[src/rtl/core/assert_macros.svh]
// Assertion macros shared by the per-bin usage statistics RTL.
// Depends on nothing; included by files that carry concurrent assertions.
`ifndef ASSERT_MACROS_SVH
`define ASSERT_MACROS_SVH
`ifndef SYNTHESIS
// same-cycle implication
`define ASSERT_IMPLIES(lbl, clk, rst, pre, post, msg) \
   lbl: assert property (@(posedge clk) disable iff (rst) (pre) |-> (post)) \
      else $error(msg);
// next-cycle implication
`define ASSERT_NEXT(lbl, clk, rst, pre, post, msg) \
   lbl: assert property (@(posedge clk) disable iff (rst) (pre) |=> (post)) \
      else $error(msg);
`else
`define ASSERT_IMPLIES(lbl, clk, rst, pre, post, msg)
`define ASSERT_NEXT(lbl, clk, rst, pre, post, msg)
`endif
`endif

[src/rtl/core/pbu_ram.sv]
// Generic single-write, single-read RAM with a registered read port.
// No dependencies; holds the per-bin table.
module pbu_ram #(
   parameter int WIDTH = 64,
   parameter int DEPTH = 64
) (
   input  logic                                       clock,
   input  logic                                       wr_en,
   input  logic [(DEPTH > 1 ? $clog2(DEPTH) : 1)-1:0] wr_addr,
   input  logic [WIDTH-1:0]                           wr_data,
   input  logic                                       rd_en,
   input  logic [(DEPTH > 1 ? $clog2(DEPTH) : 1)-1:0] rd_addr,
   output logic [WIDTH-1:0]                           rd_data
);

   logic [WIDTH-1:0] mem_ff [DEPTH];
   logic [WIDTH-1:0] rd_data_ff;

   // write port
   always_ff @(posedge clock) begin
      if (wr_en) begin
         mem_ff[wr_addr] <= wr_data;
      end
   end

   // registered read; data holds until the next read
   always_ff @(posedge clock) begin
      if (rd_en) begin
         rd_data_ff <= mem_ff[rd_addr];
      end
   end

   assign rd_data = rd_data_ff;

endmodule

[config.mk]
export PLATFORM = sky130hd
export DESIGN_NAME = pbu_ram
export DESIGN_NICKNAME = d
export VERILOG_FILES = /design/src/rtl/core/assert_macros.svh /design/src/rtl/core/pbu_ram.sv
export SDC_FILE = /design/constraint.sdc
export NUM_CORES = 2
export LEC_CHECK = 0
export BUFFER_PORTS_ARGS = -buffer_cell sky130_fd_sc_hd__buf_4
export CORE_MARGIN = 10
export CORE_UTILIZATION = 57
export CTS_CLUSTER_SIZE = 16
export DETAILED_ROUTE_END_ITERATION = 10
export PLACE_DENSITY = 0.81
export SLEW_MARGIN = 20
export SYNTH_ARGS = -nofsm -noshare
export SYNTH_HDL_FRONTEND = slang
export SYNTH_SLANG_ARGS = --single-unit
[constraint.sdc]
create_clock -name clock -period 6.3 [get_ports clock]
set_clock_uncertainty 0.1 [all_clocks]
set_input_delay 0.315 -clock clock [delete_from_list [all_inputs] [get_ports clock]]
set_output_delay 0.315 -clock clock [all_outputs]
set_load 0.01 [all_outputs]
==> flow_metrics.tcl <==
set metrics [dict create \
    cts_tree "built" \
    cp_common_cell "buf_4" \
    drv_cap 0 \
    dp_hpwl_um 214000 \
    firstDrtPassIters 6 \
    ys_seq_elements 4160 \
    pwr-share-seq 0.544 \
    internal_power_w 0.0443 \
    numCtsBuffers 383 \
    crit_chain "dlygate4sd3_1, buf_4, nor2b_1, nand2_1, nor2_4, buf_4, buf_4" \
    grt_pass1_vias 83900 \
    numClockSinks 4160 \
    post-place-ws_ns 2.52 \
    hold_viol 0 \
    routed_wl_um 466000 \
    hp-class "in2reg" \
    cts-root-buf "clkbuf_16" \
    path_clk_slew_ns 0.06 \
    io_pins 143 \
    rsz0062_at_grt "no" \
    insertion_delay_ns 0.94 \
    irDropWorstVdd_v 0.000374 \
    cpMaxStageDelayCell "buf_4" \
    yosysUniqueCellTypes 32 \
    p_sw_w 0.0124 \
    fin_crit_sh 0.541 \
    setup_viol 0 \
    finalSetupTns_ns 0 \
    grt_overflow 0 \
    dp.cells 10200 \
    die_area_mm2 0.297 \
    reg2reg_from "mem_ff[47][22]" \
    ys_warn_count 0 \
    clockBufferDepth 4 \
    grt_max_degree 133 \
    drc 0 \
    row_count 192 \
    cts_resized 0 \
    slowest_delay_ns 0.78 \
    fin_cells 10900 \
    ys.flop_type "edfxtp_1" \
    fin_crit_ns 3.41 \
    cp-start-kind "primary input" \
    grtUsageTotal 0.313 \
    synthCells 6598 \
    postSynth.asyncResetShare 0 \
    start_util 0.573 \
    via_per_inst 7.43 \
    max_freq_mhz 294 \
    drt_iter0_markers 14800 \
    die_h_um 545 \
    antenna_found_initial 25 \
    grt_pass1_wl_um 653000 \
    final_core_utilization 0.643 \
    layout-drive-gt1-share 0.275 \
    via_count 81300 \
    hold_start "wr_addr[2]" \
    crit_required_ns 6.71 \
    gp_congestion 0.818 \
    portBuffers 142 \
    ys_seq_area_frac 0.796 \
    timing.slew.headroom 0.182 \
    cp_max_fo 33 \
    leakage_nw 54.8 \
    total_power_w 0.0567 \
    fin_ws_ns 2.89 \
    status "finished clean" \
    crit_start "wr_addr[1]" \
    nets 7102 \
    fp.dieW_um 545 \
    fill_cells 15700 \
    worst_slew_pin_slew_ns 1.23 \
    path_class "in2reg" \
    ant_nets 0 \
    synth_area_mm2 0.157 \
    p_clk_frac 0.408 \
    areaGrowthSynthToFinish_pct 12.3 \
    syn_nets 6677 \
    combPwrFrac 0.048 \
    crit_arrival_ns 3.82 \
    swShare 0.219 \
    h-tree-depth 5 \
    slew_violations 0 \
    synth_edf_count 4160 \
    power_density_mw_per_mm2 322 \
    wl_per_cell_um 42.6 \
    synth.avg_cell_area_um2 23.8 \
    cp-end-kind "register" \
    coreArea_mm2 0.274 \
]
worst paths after layout:
check	to	slack (ns)	cells past startpoint
max	mem_ff[28][41]	2.89	7
min	mem_ff[51][28]	0.07	3
max reg2reg	rd_data[22]	3.83	5
min reg2reg	rd_data[46]	0.82	4
layout by cell type (no fill, tap or decap), types with 4 or more instances in the layout:
cell type,count
clkinv_1,87
clkinv_4,5
a211oi_1,63
nand3_1,45
or2_2,28
a31oi_1,18
clkinv_2,83
o221ai_1,38
a22o_1,88
bufinv_16,30
dlygate4sd3_1,66
buf_16,7
clkbuf_1,65
inv_6,4
nand2_1,56
mux2i_1,135
mux4_2,1024
a2bb2oi_1,19
nor2b_1,24
nor2_4,64
diode_2,21
inv_1,19
nand2b_1,8
clkinv_8,5
clkinvlp_4,15
o22ai_1,83
nor2_1,47
edfxtp_1,4160
and3_1,64
buf_4,298
a22oi_1,168
a41oi_1,26
clkbuf_16,391
or3_1,29
buf_12,37
critical path: cells and delay by family:
kind / cells / cell delay (ns)
buffers and inverters: 4 / 2.31
AND/OR/NAND/NOR: 3 / 1.05
metrics by stage:
step / area (µm²) / hold slack (ns)
final: 176000 / 0.0661
after global routing: 176000 / 0.0776
after CTS: 176000 / 0.0351
after detailed placement: 163000 / 0.639
after global placement: 163000 / 0.640
after floorplan: 157000 / 0.314
logic make-up (layout without fill, tap and decap cells):
logic type	after synthesis	after routing	synth area share
other	0	21	0
AND/OR/NAND/NOR	386	386	0.0123
buffers and inverters	389	1119	0.0118
multiplexers	1159	1159	0.156
AO/OA/AOI/OAI	504	504	0.0247
flip-flops	4160	4160	0.796
cell usage after synthesis (20+ instances only):
cell type / instances / area, µm²
mux2i_1: 135 / 1350
edfxtp_1: 4160 / 125000
buf_2: 170 / 851
or2_2: 28 / 175
buf_4: 34 / 255
and3_1: 64 / 400
a211oi_1: 63 / 473
a41oi_1: 26 / 228
mux4_2: 1024 / 23100
a22oi_1: 168 / 1260
o221ai_1: 38 / 333
buf_1: 20 / 75.1
nand2_1: 58 / 218
or3_1: 29 / 181
clkbuf_1: 140 / 526
a22o_1: 88 / 771
o22ai_1: 83 / 519
nor2b_1: 28 / 175
nor2_1: 112 / 420
nand3_1: 45 / 225
routing by layer:
layer  share of wire  up-vias  global-route usage
met1            0.30    41600               0.388
met5         0.00033        -                   0
li1                -    29300                   -
met4           0.078       22               0.202
met3            0.14     1904              0.0860
met2            0.48     8405               0.490
timing repair:
item                      in CTS  in global routing
hold endpoints to repair    4120                  0
buffers inserted               0                  0
hold buffers                  66                  0
power groups by stage:
stage,clock [W],sequential (W),combinational (W)
5_1_grt,0.0240,0.0308,0.00281
2_1_floorplan,0,0.0314,0.00143
3_5_place_dp,0,0.0314,0.00252
4_1_cts,0.0231,0.0308,0.00267
6_report,0.0231,0.0308,0.00272
3_3_place_gp,0,0.0314,0.00243
state kept, by name, indices dropped and copies added, names as in the netlist:
name     flops
mem_ff    4096
rd_data     64
cell type report:
cell class              count  area [µm²]  area share
inverters                  19        71.3    0.000405
repair buffers            410        3860      0.0219
clock inverters           234        2040      0.0116
multi-input cells        2049       30800       0.175
well taps                3589        4490      0.0255
diodes                     21        52.6    0.000298
clock buffers             456       10000      0.0569
flip-flops and latches   4160      125000       0.709
(Power assumes the default switching activity.)
