--- config.mk ---
export PLATFORM = sky130hd
export DESIGN_NAME = pbu_sqrt
export DESIGN_NICKNAME = d
export VERILOG_FILES = /design/src/rtl/core/assert_macros.svh /design/src/rtl/core/pbu_sqrt.sv
export SDC_FILE = /design/constraint.sdc
export NUM_CORES = 1
export LEC_CHECK = 0
export BUFFER_PORTS_ARGS = -buffer_cell sky130_fd_sc_hd__buf_4
export CAP_MARGIN = 20
export CORE_UTILIZATION = 45
export CTS_BUF_LIST = sky130_fd_sc_hd__clkbuf_4 sky130_fd_sc_hd__clkbuf_8
export CTS_CLUSTER_SIZE = 16
export DETAILED_ROUTE_END_ITERATION = 8
export GPL_ROUTABILITY_DRIVEN = 0
export PLACE_DENSITY = 0.75
export SLEW_MARGIN = 0
export SYNTH_ARGS = -nofsm -noshare
export SYNTH_HDL_FRONTEND = slang
export SYNTH_SLANG_ARGS = --single-unit
--- constraint.sdc ---
create_clock -name clock -period 4.9 [get_ports clock]
set_clock_uncertainty 0.05 [all_clocks]
set_input_delay 0.49 -clock clock [delete_from_list [all_inputs] [get_ports clock]]
set_output_delay 0.49 -clock clock [all_outputs]
set_load 0.03 [all_outputs]
--- src/rtl/core/assert_macros.svh ---
// Assertion macros shared by the per-bin usage statistics RTL.
// Depends on nothing; included by files that carry concurrent assertions.
`ifndef ASSERT_MACROS_SVH
`define ASSERT_MACROS_SVH
`ifndef SYNTHESIS
// same-cycle implication
`define ASSERT_IMPLIES(lbl, clk, rst, pre, post, msg) \
   lbl: assert property (@(posedge clk) disable iff (rst) (pre) |-> (post)) \
      else $error(msg);
// next-cycle implication
`define ASSERT_NEXT(lbl, clk, rst, pre, post, msg) \
   lbl: assert property (@(posedge clk) disable iff (rst) (pre) |=> (post)) \
      else $error(msg);
`else
`define ASSERT_IMPLIES(lbl, clk, rst, pre, post, msg)
`define ASSERT_NEXT(lbl, clk, rst, pre, post, msg)
`endif
`endif

--- src/rtl/core/pbu_sqrt.sv ---
// Integer square root, one root bit per cycle (two radicand bits a step).
// Depends on nothing; used for the deviation.
module pbu_sqrt #(
   parameter int RW = 112
) (
   input  logic               clock,
   input  logic               reset,
   input  logic               start,
   input  logic [RW-1:0]      radicand,
   output logic               done,
   output logic [RW/2-1:0]    root
);

   localparam int HW = RW / 2;
   localparam int R2 = HW + 4;
   localparam int CW = $clog2(HW + 1);

   logic          busy_ff, busy_in;
   logic          done_ff, done_in;
   logic [CW-1:0] cnt_ff, cnt_in;
   logic [RW-1:0] rad_ff, rad_in;
   logic [HW-1:0] root_ff, root_in;
   logic [R2-1:0] rem_ff, rem_in;
   logic [R2-1:0] rem_t, trial;
   logic          ge;

   // bring down two bits, try root*4+1
   always_comb begin
      rem_t   = {rem_ff[R2-3:0], rad_ff[RW-1:RW-2]};
      trial   = R2'({root_ff, 2'b01});
      ge      = rem_t >= trial;
      busy_in = busy_ff;
      done_in = 1'b0;
      cnt_in  = cnt_ff;
      rad_in  = rad_ff;
      root_in = root_ff;
      rem_in  = rem_ff;
      if (start) begin
         busy_in = 1'b1;
         cnt_in  = '0;
         rad_in  = radicand;
         root_in = '0;
         rem_in  = '0;
      end else if (busy_ff) begin
         rem_in  = ge ? rem_t - trial : rem_t;
         root_in = {root_ff[HW-2:0], ge};
         rad_in  = {rad_ff[RW-3:0], 2'b00};
         cnt_in  = cnt_ff + 1'b1;
         if (cnt_ff == CW'(HW - 1)) begin
            busy_in = 1'b0;
            done_in = 1'b1;
         end
      end
   end

   always_ff @(posedge clock) begin
      if (reset) begin
         busy_ff <= 1'b0;
         done_ff <= 1'b0;
      end else begin
         busy_ff <= busy_in;
         done_ff <= done_in;
      end
      cnt_ff  <= cnt_in;
      rad_ff  <= rad_in;
      root_ff <= root_in;
      rem_ff  <= rem_in;
   end

   assign done = done_ff;
   assign root = root_ff;

endmodule
==> metrics.md <==
| Metric | Value |
|---|---|
| Pins Over Slew Limit | `0` |
| Syn_nets | `1525` |
| Detail Route Antenna Nets | `0` |
| Internal | `between 5 and 6 mW` |
| End of the critical path | `rem_ff[40]$_SDFFE_PP0P_` |
| Antenna violations before repair | `0` |
| VDD IR-drop max | `0.3221 mV` |
| Die footprint | `30340 um2` |
| Mean area per synthesized cell | `9.873 um2` |
| Final period utilization | `77.17%` |
| Crit Path Category | `register to register` |
| Hold Slack | `between 60 and 70 ps` |
| Rows | `a little over 60` |
| Mapped Cells | `1351` |
| Total gr overflow | `0` |
| Postcts setup bufs | `0` |
| Initial Utilization | `46.10%` |
| Mapped Area | `about 13000 um2` |
| Most frequent cells in the layout | `buf_4 (179), nor2_1 (142), dfxtp_1 (121)` |
| LEAKAGE | `between 6 and 7 nW` |
| R2r worst-path depth | `12` |
| GR Util met1 | `25.76%` |
| Sw Ratio | `40.09%` |
| Comb pwr share | `about half` |
| Clock Sinks | `234` |
| Setup TNS | `0 ps` |
| Crit path from | `root[31]$_SDFFE_PP0P_` |
| Vias in the first global route | `10330` |
| CTS Buffer Depth | `3` |
| Clk_lat worst skew | `between 500 and 600 ps` |
| Post-cts hold buffer count | `0` |
| Pre-CTS setup slack | `1171 ps` |
| Ys async rst share | `0%` |
| Synthesis-stage register bit count | `234` |
| Initial DRC count | `~700` |
| GRT busiest layer | `met2` |
| Worst R2R Setup Slack | `about 1100 ps` |
| Max-Cap Viols | `0` |
| Warnings, synthesis | `0` |
| HP Class | `input pin to register` |
| CTS tree | `done` |
| Fin nets | `between 1500 and 2000` |
| Final worst slack | `1118 ps` |
| Ant. Diodes | `0` |
| Root Buffer | `clkbuf_8` |
| Vias | `10460` |
| I/O Pins | `172` |
| GR Util All Layers | `roughly 21%` |
| Sequential cell area fraction in the yosys report | `43.52%` |
| Die X | `approximately 170 um` |
| DP HPWL | `22240 um` |
| Worst Setup End Kind | `register` |
| TritonCTS buffer count | `41` |
| Ratio of cells with drive above 1 in the final layout | `between 20% and 30%` |
| Port Buffers | `around 170` |
| H-Tree Depth | `2` |
| Core ar. | `~29000 um2` |
| RSZ-0062 raised after global routing | `no` |
| Status | `complete, no violations` |
| Post-synth top flop | `dfxtp_1` |
| Die H | `174.2 um` |
| PwrDens | `567.4 nW/um2` |
| Crit-path max FO | `18` |
| Largest net degree at the start of global routing | `86` |
| Startpoint Class | `register` |
| Post-CTS Resized | `0` |
| FMAX | `264.4 MHz` |
| Critical R2R Launch | `root[31]$_SDFFE_PP0P_` |
| Clock power share | `roughly 22%` |
| Reg clk slew, reported paths | `60 ps` |
| Required @ worst endpoint | `5240 ps` |
| Library cells used by synthesis | `64` |
| Post-Route Utilization | `54.43%` |
| Sequential share of power | `27.7%` |
| Fillers | `2575` |
| Worst slew pin tran | `1025 ps` |
| Net Sw Power | `between 3 and 4 mW` |
| Met3 usage | `7.130%` |
| Max-slew headroom | `31.69%` |
| P&R area growth vs syn | `18.08%` |
| Fin. Hold Viols | `0` |
| Post-synth EDFFs | `between 100 and 150` |
| Most common cell after layout, fill and taps aside | `buf_4` |
| Vias per Instance | `5.471` |
| # setup viols final | `0` |
| Initial DRT Pass Iterations | `4` |
| Drt total wl | `roughly 31000 um` |
| R2r endpoint | `rem_ff[40]$_SDFFE_PP0P_` |
| Total power | `8.936 mW` |
| Final min period | `3782 ps` |
| Global-route wire length before repair | `slightly above 50000 um` |
| Wire per inst | `~16 um` |
| WP data arrival | `about 4100 ps` |
| GR Util met2 | `about a third` |
| DRC Markers | `0` |
area by class of cell:
type / count / area, um2 / area share [%]
Clock buffer: 67 / 790.8 / 5.021
Tap cell: 384 / 480.5 / 3.051
Clock inverter: 9 / 102.6 / 0.6514
Multi-Input combinational cell: 955 / 6885 / 43.72
Timing Repair Buffer: 181 / 1378 / 8.746
Inverter: 81 / 304.0 / 1.930
Sequential cell: 234 / 5809 / 36.88
worst min path at each step:
stage | from | endpoint | slack [ps] | cells after the start
final | reset | busy_ff$_SDFF_PP0_ | 60 | 2
after global routing | reset | busy_ff$_SDFF_PP0_ | 40 | 2
after CTS | reset | busy_ff$_SDFF_PP0_ | 30 | 2
after detailed placement | rem_ff[56]$_SDFFE_PP0P_ | rem_ff[56]$_SDFFE_PP0P_ | 430 | 2
after global placement | cnt_ff[5]$_SDFFE_PP0P_ | cnt_ff[5]$_SDFFE_PP0P_ | 420 | 2
after floorplan | rem_ff[49]$_SDFFE_PP0P_ | rem_ff[49]$_SDFFE_PP0P_ | 400 | 2
sequential cells by signal, summed over array words and instances (netlist names):
signal	flops
rem_ff	58
done	1
root	56
rad_ff	112
cnt_ff	6
busy_ff	1
kinds of logic after synthesis:
group | synth area share [%]
simple gates | 11.25
compound gates | 15.08
flops | 43.52
mux | 16.28
buf+inv | 4.915
fa+ha+maj | 5.534
xor+xnor | 3.414
metal layers:
| layer | share of wire [%] | routed length (um) |
|---|---|---|
| met3 | 9.4 | 2942 |
| met5 | 0 | 0 |
| met4 | 2.4 | 746 |
| met2 | 45 | 14140 |
| met1 | 43 | 13400 |
Yosys cell counts (all sizes together), types with 18 or more instances:
cell | n | area [um2]
o21ai | 64 | 324.1
inv | 81 | 304.0
dfxtp | 122 | 2442
ha | 59 | 738.2
nor2 | 142 | 533.0
clkbuf | 53 | 198.9
buf | 28 | 152.6
nor3 | 23 | 115.1
xor2 | 26 | 227.7
edfxtp | 112 | 3363
a21o | 20 | 150.1
mux2i | 91 | 910.9
a21oi | 86 | 437.9
xnor2 | 26 | 227.7
a211oi | 52 | 395.4
mux2 | 112 | 1261
nand4 | 26 | 162.7
nand3 | 18 | 90.09
nand2 | 78 | 292.8
power by group through the flow:
stage | Combinational (mW) | Sequential (mW) | Clock [mW]
after global placement | 4.39 | 2.50 | 0
after floorplan | 3.61 | 2.47 | 0
after detailed placement | 4.45 | 2.51 | 0
after global routing | 4.98 | 2.50 | 2.09
after CTS | 4.48 | 2.47 | 2.01
final | 4.52 | 2.47 | 1.94
stage by stage:
stage / area (um2) / std cells
finish: 15750 / 1911
global route: 15750 / 1911
CTS: 15750 / 1911
detailed placement: 14860 / 1835
global placement: 14860 / 1835
floorplan: 13340 / 1351
critical path, stage by stage, from the launching register on:
cell and delay, ps:
dfxtp_1 370, inv_1 60, ha_1 460, a21oi_1 120, o21ai_1 300, a211oi_1 140
o31ai_4 310, o21ai_1 160, o31ai_4 770, buf_4 420, nor2_1 90, a311oi_1 290
nor3_1 80
Power figures use the tool's default switching activity.
