===== config.mk =====
export PLATFORM = sky130hd
export DESIGN_NAME = pbu_div
export DESIGN_NICKNAME = d
export VERILOG_FILES = /design/src/rtl/core/assert_macros.svh /design/src/rtl/core/pbu_div.sv
export SDC_FILE = /design/constraint.sdc
export NUM_CORES = 1
export LEC_CHECK = 0
export BUFFER_PORTS_ARGS = -buffer_cell sky130_fd_sc_hd__buf_2
export CELL_PAD_IN_SITES_DETAIL_PLACEMENT = 1
export CELL_PAD_IN_SITES_GLOBAL_PLACEMENT = 2
export CORE_MARGIN = 2
export CORE_UTILIZATION = 35
export DETAILED_ROUTE_END_ITERATION = 6
export PLACE_DENSITY_LB_ADDON = 0.1
export SYNTH_ARGS = -nofsm -noshare
export SYNTH_HDL_FRONTEND = slang
export SYNTH_SLANG_ARGS = --single-unit

===== constraint.sdc =====
create_clock -name clock -period 4.15 [get_ports clock]
set_input_delay 0.2075 -clock clock [delete_from_list [all_inputs] [get_ports clock]]
set_output_delay 0.2075 -clock clock [all_outputs]
set_load 0.02 [all_outputs]

===== src/rtl/core/assert_macros.svh =====
// Assertion macros shared by the per-bin usage statistics RTL.
// Depends on nothing; included by files that carry concurrent assertions.
`ifndef ASSERT_MACROS_SVH
`define ASSERT_MACROS_SVH
`ifndef SYNTHESIS
// same-cycle implication
`define ASSERT_IMPLIES(lbl, clk, rst, pre, post, msg) \
   lbl: assert property (@(posedge clk) disable iff (rst) (pre) |-> (post)) \
      else $error(msg);
// next-cycle implication
`define ASSERT_NEXT(lbl, clk, rst, pre, post, msg) \
   lbl: assert property (@(posedge clk) disable iff (rst) (pre) |=> (post)) \
      else $error(msg);
`else
`define ASSERT_IMPLIES(lbl, clk, rst, pre, post, msg)
`define ASSERT_NEXT(lbl, clk, rst, pre, post, msg)
`endif
`endif


===== src/rtl/core/pbu_div.sv =====
// Restoring divider, one quotient bit per cycle, small divisor.
// Depends on nothing; shared by the mean and variance steps.
module pbu_div #(
   parameter int DW = 120,
   parameter int VW = 9
) (
   input  logic          clock,
   input  logic          reset,
   input  logic          start,
   input  logic [DW-1:0] dividend,
   input  logic [VW-1:0] divisor,
   output logic          done,
   output logic [DW-1:0] quotient
);

   localparam int CW = $clog2(DW + 1);

   logic          busy_ff, busy_in;
   logic          done_ff, done_in;
   logic [CW-1:0] cnt_ff, cnt_in;
   logic [DW-1:0] q_ff, q_in;
   logic [VW-1:0] rem_ff, rem_in;
   logic [VW-1:0] div_ff, div_in;
   logic [VW:0]   trial;
   logic          ge;

   // one shift-compare-subtract step
   always_comb begin
      trial   = {rem_ff, q_ff[DW-1]};
      ge      = trial >= {1'b0, div_ff};
      busy_in = busy_ff;
      done_in = 1'b0;
      cnt_in  = cnt_ff;
      q_in    = q_ff;
      rem_in  = rem_ff;
      div_in  = div_ff;
      if (start) begin
         busy_in = 1'b1;
         cnt_in  = '0;
         q_in    = dividend;
         rem_in  = '0;
         div_in  = divisor;
      end else if (busy_ff) begin
         rem_in = ge ? VW'(trial - {1'b0, div_ff}) : VW'(trial);
         q_in   = {q_ff[DW-2:0], ge};
         cnt_in = cnt_ff + 1'b1;
         if (cnt_ff == CW'(DW - 1)) begin
            busy_in = 1'b0;
            done_in = 1'b1;
         end
      end
   end

   always_ff @(posedge clock) begin
      if (reset) begin
         busy_ff <= 1'b0;
         done_ff <= 1'b0;
      end else begin
         busy_ff <= busy_in;
         done_ff <= done_in;
      end
      cnt_ff <= cnt_in;
      q_ff   <= q_in;
      rem_ff <= rem_in;
      div_ff <= div_in;
   end

   assign done     = done_ff;
   assign quotient = q_ff;

endmodule


==> results_tabular.tex <==
\begin{tabular}{lr}
\hline
Metric & Value \\
\hline
\multicolumn{2}{l}{\textbf{Cells and area}} \\
\quad Antenna diode instance count & 0 \\
\quad Fill cells & 1967 \\
\quad Area growth, synth to finish & 32.2\% \\
\quad Fraction of layout cells with a size suffix above 1 & 60.9\% \\
\quad Post-route non-filler standard cell count & 929 \\
\quad Nets & 825 \\
\multicolumn{2}{l}{\textbf{Synth}} \\
\quad Post-synth EDFFs & 129 \\
\quad Cell taking the most area after synthesis & edfxtp\_1 \\
\quad Most frequent cell after synthesis & edfxtp\_1 \\
\quad Cell count after synthesis & 415 \\
\quad Top-area cell type share of the netlist area & 58.5\% \\
\quad Area of the mapped netlist & 6620 sq um \\
\quad Synth async-reset ratio & 0\% \\
\quad Most instantiated flip-flop cell in the synthesis netlist & edfxtp\_1 \\
\quad Cell variety after synth & 47 \\
\quad Number of synthesis warnings & 0 \\
\quad Synthesized area per cell & 16.0 sq um \\
\quad Largest cells by area after synthesis & edfxtp\_1 58\%, mux2\_2 21\%, dfxtp\_1 5.4\% \\
\quad Register area share after synthesis & 63.9\% \\
\quad Synthesized flop and latch total & 147 \\
\quad Net count after synthesis & 558 \\
\quad Top cell types by occurrence after synthesis & 129 x edfxtp\_1, 121 x mux2\_2, 18 x dfxtp\_1 \\
\multicolumn{2}{l}{\textbf{Route}} \\
\quad Antenna-violating nets left & 0 \\
\quad Total iterations of the first detailed-routing run & 4 \\
\quad Drt via density & 4.84 \\
\quad Number of remaining DRC errors & 0 \\
\quad Wirelength, routed & 16900 um \\
\quad Initial DRC count & 157 \\
\quad Vias & 4500 \\
\quad Final routed wire length divided by cell count & 18.2 um \\
\multicolumn{2}{l}{\textbf{Timing}} \\
\quad Clock period minus final worst setup slack & 2.37 ns \\
\quad Slew HR & 33.5\% \\
\quad Worst Max-Slew Pin Slew & 0.997 ns \\
\quad Final clock period utilization by the worst path & 57.0\% \\
\quad Final number of hold-violating endpoints & 0 \\
\quad Setup Viol. Count Final & 0 \\
\quad Hold slack final & 0.0889 ns \\
\quad Total Negative Setup Slacks & 0 ns \\
\quad Worst clock skew on the final layout & 0.00997 ns \\
\quad Maximum frequency from static timing analysis & 423 MHz \\
\quad RSZ-0062 raised after global routing & false \\
\quad Max-slew violation count & 0 \\
\multicolumn{2}{l}{\textbf{Critical path}} \\
\quad Ordered cell list for the critical path & inv\_1 > ha\_1 > inv\_1 > fa\_1 > a21o\_1 > a221oi\_2 > nor2\_1 > a311oi\_1 > o221ai\_1 \\
\quad WP data required & 4.41 ns \\
\quad CP Class & reg -> reg \\
\quad Depth of the most critical reg-to-reg path & 9 \\
\quad Most frequent CP cell & inv\_1 \\
\quad CP startpoint kind & flop \\
\quad Kind of end point of the critical path & flop \\
\quad Data arrival, critical path & 2.63 ns \\
\quad Cell with the largest stage delay on the worst path & fa\_1 \\
\quad Maximum single-stage delay on the critical path & 0.42 ns \\
\quad Highest fanout seen on the critical path & 3 \\
\multicolumn{2}{l}{\textbf{Placed design}} \\
\quad Quantity of I/O buffers inserted on ports & 252 \\
\quad DP Wirelength & 12300 um \\
\quad Placed Cells incl. Taps & 887 \\
\quad Global placer's final weighted congestion & 0.738 \\
\multicolumn{2}{l}{\textbf{Die}} \\
\quad Total Die Area & 20000 sq um \\
\quad Number of placement rows & 50 \\
\quad Number of top-level design ports & 253 \\
\quad Die X & 142 um \\
\quad Vertical extent of the die & 142 um \\
\quad Core ar. & 18600 sq um \\
\quad Initial Utilization & 35.5\% \\
\multicolumn{2}{l}{\textbf{Clocking}} \\
\quad Cts bufs inserted & 17 \\
\quad Clock Tree Buf Depth & 2 \\
\quad CTS H-tree lvls & 4 \\
\quad Root buffer cell & clkbuf\_16 \\
\quad CTS tree & built \\
\quad Insertion delay to the later sink of the worst-skew pair & 0.42 ns \\
\quad Clk slew on worst S/H paths & 0.07 ns \\
\quad Total clock sinks & 147 \\
\quad Buffers inserted by post-CTS timing repair & 0 \\
\multicolumn{2}{l}{\textbf{Power and ir drop}} \\
\quad Cell internal pwr & 2.94 mW \\
\quad Leak pwr & 3.60 nW \\
\quad Register share of total power & 46.0\% \\
\quad Power share of the clock group & 36.0\% \\
\quad Worst voltage drop across the vdd grid & 0.256 mV \\
\quad Total design power & 4.07 mW \\
\quad Power density over cell area & 465 nW/um\^{}2 \\
\quad Power spent charging and discharging nets & 1.13 mW \\
\quad Portion of total power attributed to combinational logic & 18.1\% \\
\quad Switching power as a share of total power & 27.8\% \\
\multicolumn{2}{l}{\textbf{Global route}} \\
\quad Maximum number of pins on one net before global-route repair & 80 \\
\quad Wire length of the first global-routing pass & 26600 um \\
\quad Number of global-route vias before repair & 4836 \\
\quad Initial antenna violation count & 1 \\
\quad Overflow left after global routing & 0 \\
\quad Total GRT Usage & 17.1\% \\
\multicolumn{2}{l}{\textbf{Min path}} \\
\quad Worst Hold Class & in -> reg \\
\quad Hold Path Stages & 2 \\
\multicolumn{2}{l}{\textbf{Job}} \\
\quad Max capacitance violation total & 0 \\
\multicolumn{2}{l}{\textbf{Status}} \\
\quad Outcome & complete, no violations \\
\hline
\end{tabular}
[registers in the layout, indices dropped and copies added, names as in the netlist]
signal,cells
rem_ff,9
busy_ff,1
div_ff,9
cnt_ff,7
quotient,120
done,1
[final timing paths]
check | startpoint | to | slack (ns)
max | quotient[119]$_DFFE_PP_ | rem_ff[8]$_SDFFE_PP0P_ | 1.78
min | dividend[27] | quotient[27]$_DFFE_PP_ | 0.09
max reg2reg | quotient[119]$_DFFE_PP_ | rem_ff[8]$_SDFFE_PP0P_ | 1.78
min reg2reg | cnt_ff[6]$_SDFFE_PP0P_ | cnt_ff[6]$_SDFFE_PP0P_ | 0.49
[layout by cell type, fill, tap and decap left out, drive strengths merged, types with 3 or more instances in the layout]
cell	Yosys	final
a211oi	6	6
a21oi	10	10
buf	13	258
clkbuf	7	19
clkinv	0	4
clkinvlp	0	4
dfxtp	18	18
dlygate4sd3	0	10
edfxtp	129	129
ha	10	10
inv	14	18
mux2	121	121
mux2i	6	6
nand2	8	8
nand2b	4	4
nand3	5	5
nand3b	3	3
nand4	3	3
nor2	14	14
o21a	3	3
o21ai	6	6
o221ai	3	3
or3	3	3
xnor2	3	3
xor2	5	5
[through the flow]
| step | setup WS [ns] | cell area [sq um] | util, % |
|---|---|---|---|
| 2_1_floorplan | 1.23 | 6620 | - |
| 3_3_place_gp | 1.86 | 8100 | 43.4 |
| 3_5_place_dp | 1.79 | 8100 | 43.4 |
| 4_1_cts | 1.77 | 8760 | 47.0 |
| 5_1_grt | 1.59 | 8760 | 47.0 |
| 6_report | 1.78 | 8760 | 47.0 |
[final cells by class]
class	count	area [sq um]	area share, %
clock buffer	19	433	4.94
clock inverter	13	126	1.44
inverter	14	52.6	0.600
multi-input combinational	234	2210	25.2
sequential	147	4230	48.3
tap	234	293	3.34
timing repair buffer	268	1410	16.1
[routing by layer]
layer	share of wire, %	up-vias	track usage, %	wire [um]
met3	8.3	27	6.14	1400
met1	41	2171	20.9	6890
met2	48	164	27.6	8190
li1	-	2136	-	-
met4	2.5	2	7.26	427
met5	0.077	-	0	13
[cells by family after synthesis]
logic type	Yosys count	synth area share [%]
buffers and inverters	34	2.78
AO/OA/AOI/OAI	37	4.42
adder cells (fa/ha/maj)	11	2.19
XOR/XNOR	8	1.06
multiplexers	127	21.5
flip-flops	147	63.9
AND/OR/NAND/NOR	51	4.16
[timing repair]
action                    in CTS  in global routing
hold endpoints to repair      11                  0
resized for setup              0                  0
hold buffers                  10                  0
[power by group through the flow]
stage	sequential [mW]	clock, mW	combinational, mW
detailed placement	1.90	0	0.733
CTS	1.87	1.51	0.745
global route	1.89	1.56	0.796
finish	1.87	1.46	0.735
floorplan	2.05	0	0.321
global placement	1.90	0	0.724
[worst max-delay path, delay by kind of cell (launching register included)]
family | cells | cell delay (ns)
and+or+nand+nor | 1 | 0.09
DFF | 1 | 0.41
AOI/OAI and AO/OA | 4 | 0.99
adders and majority gates | 2 | 0.58
buffers and inverters | 2 | 0.13
Note: power is estimated with default switching activity, not from simulation.
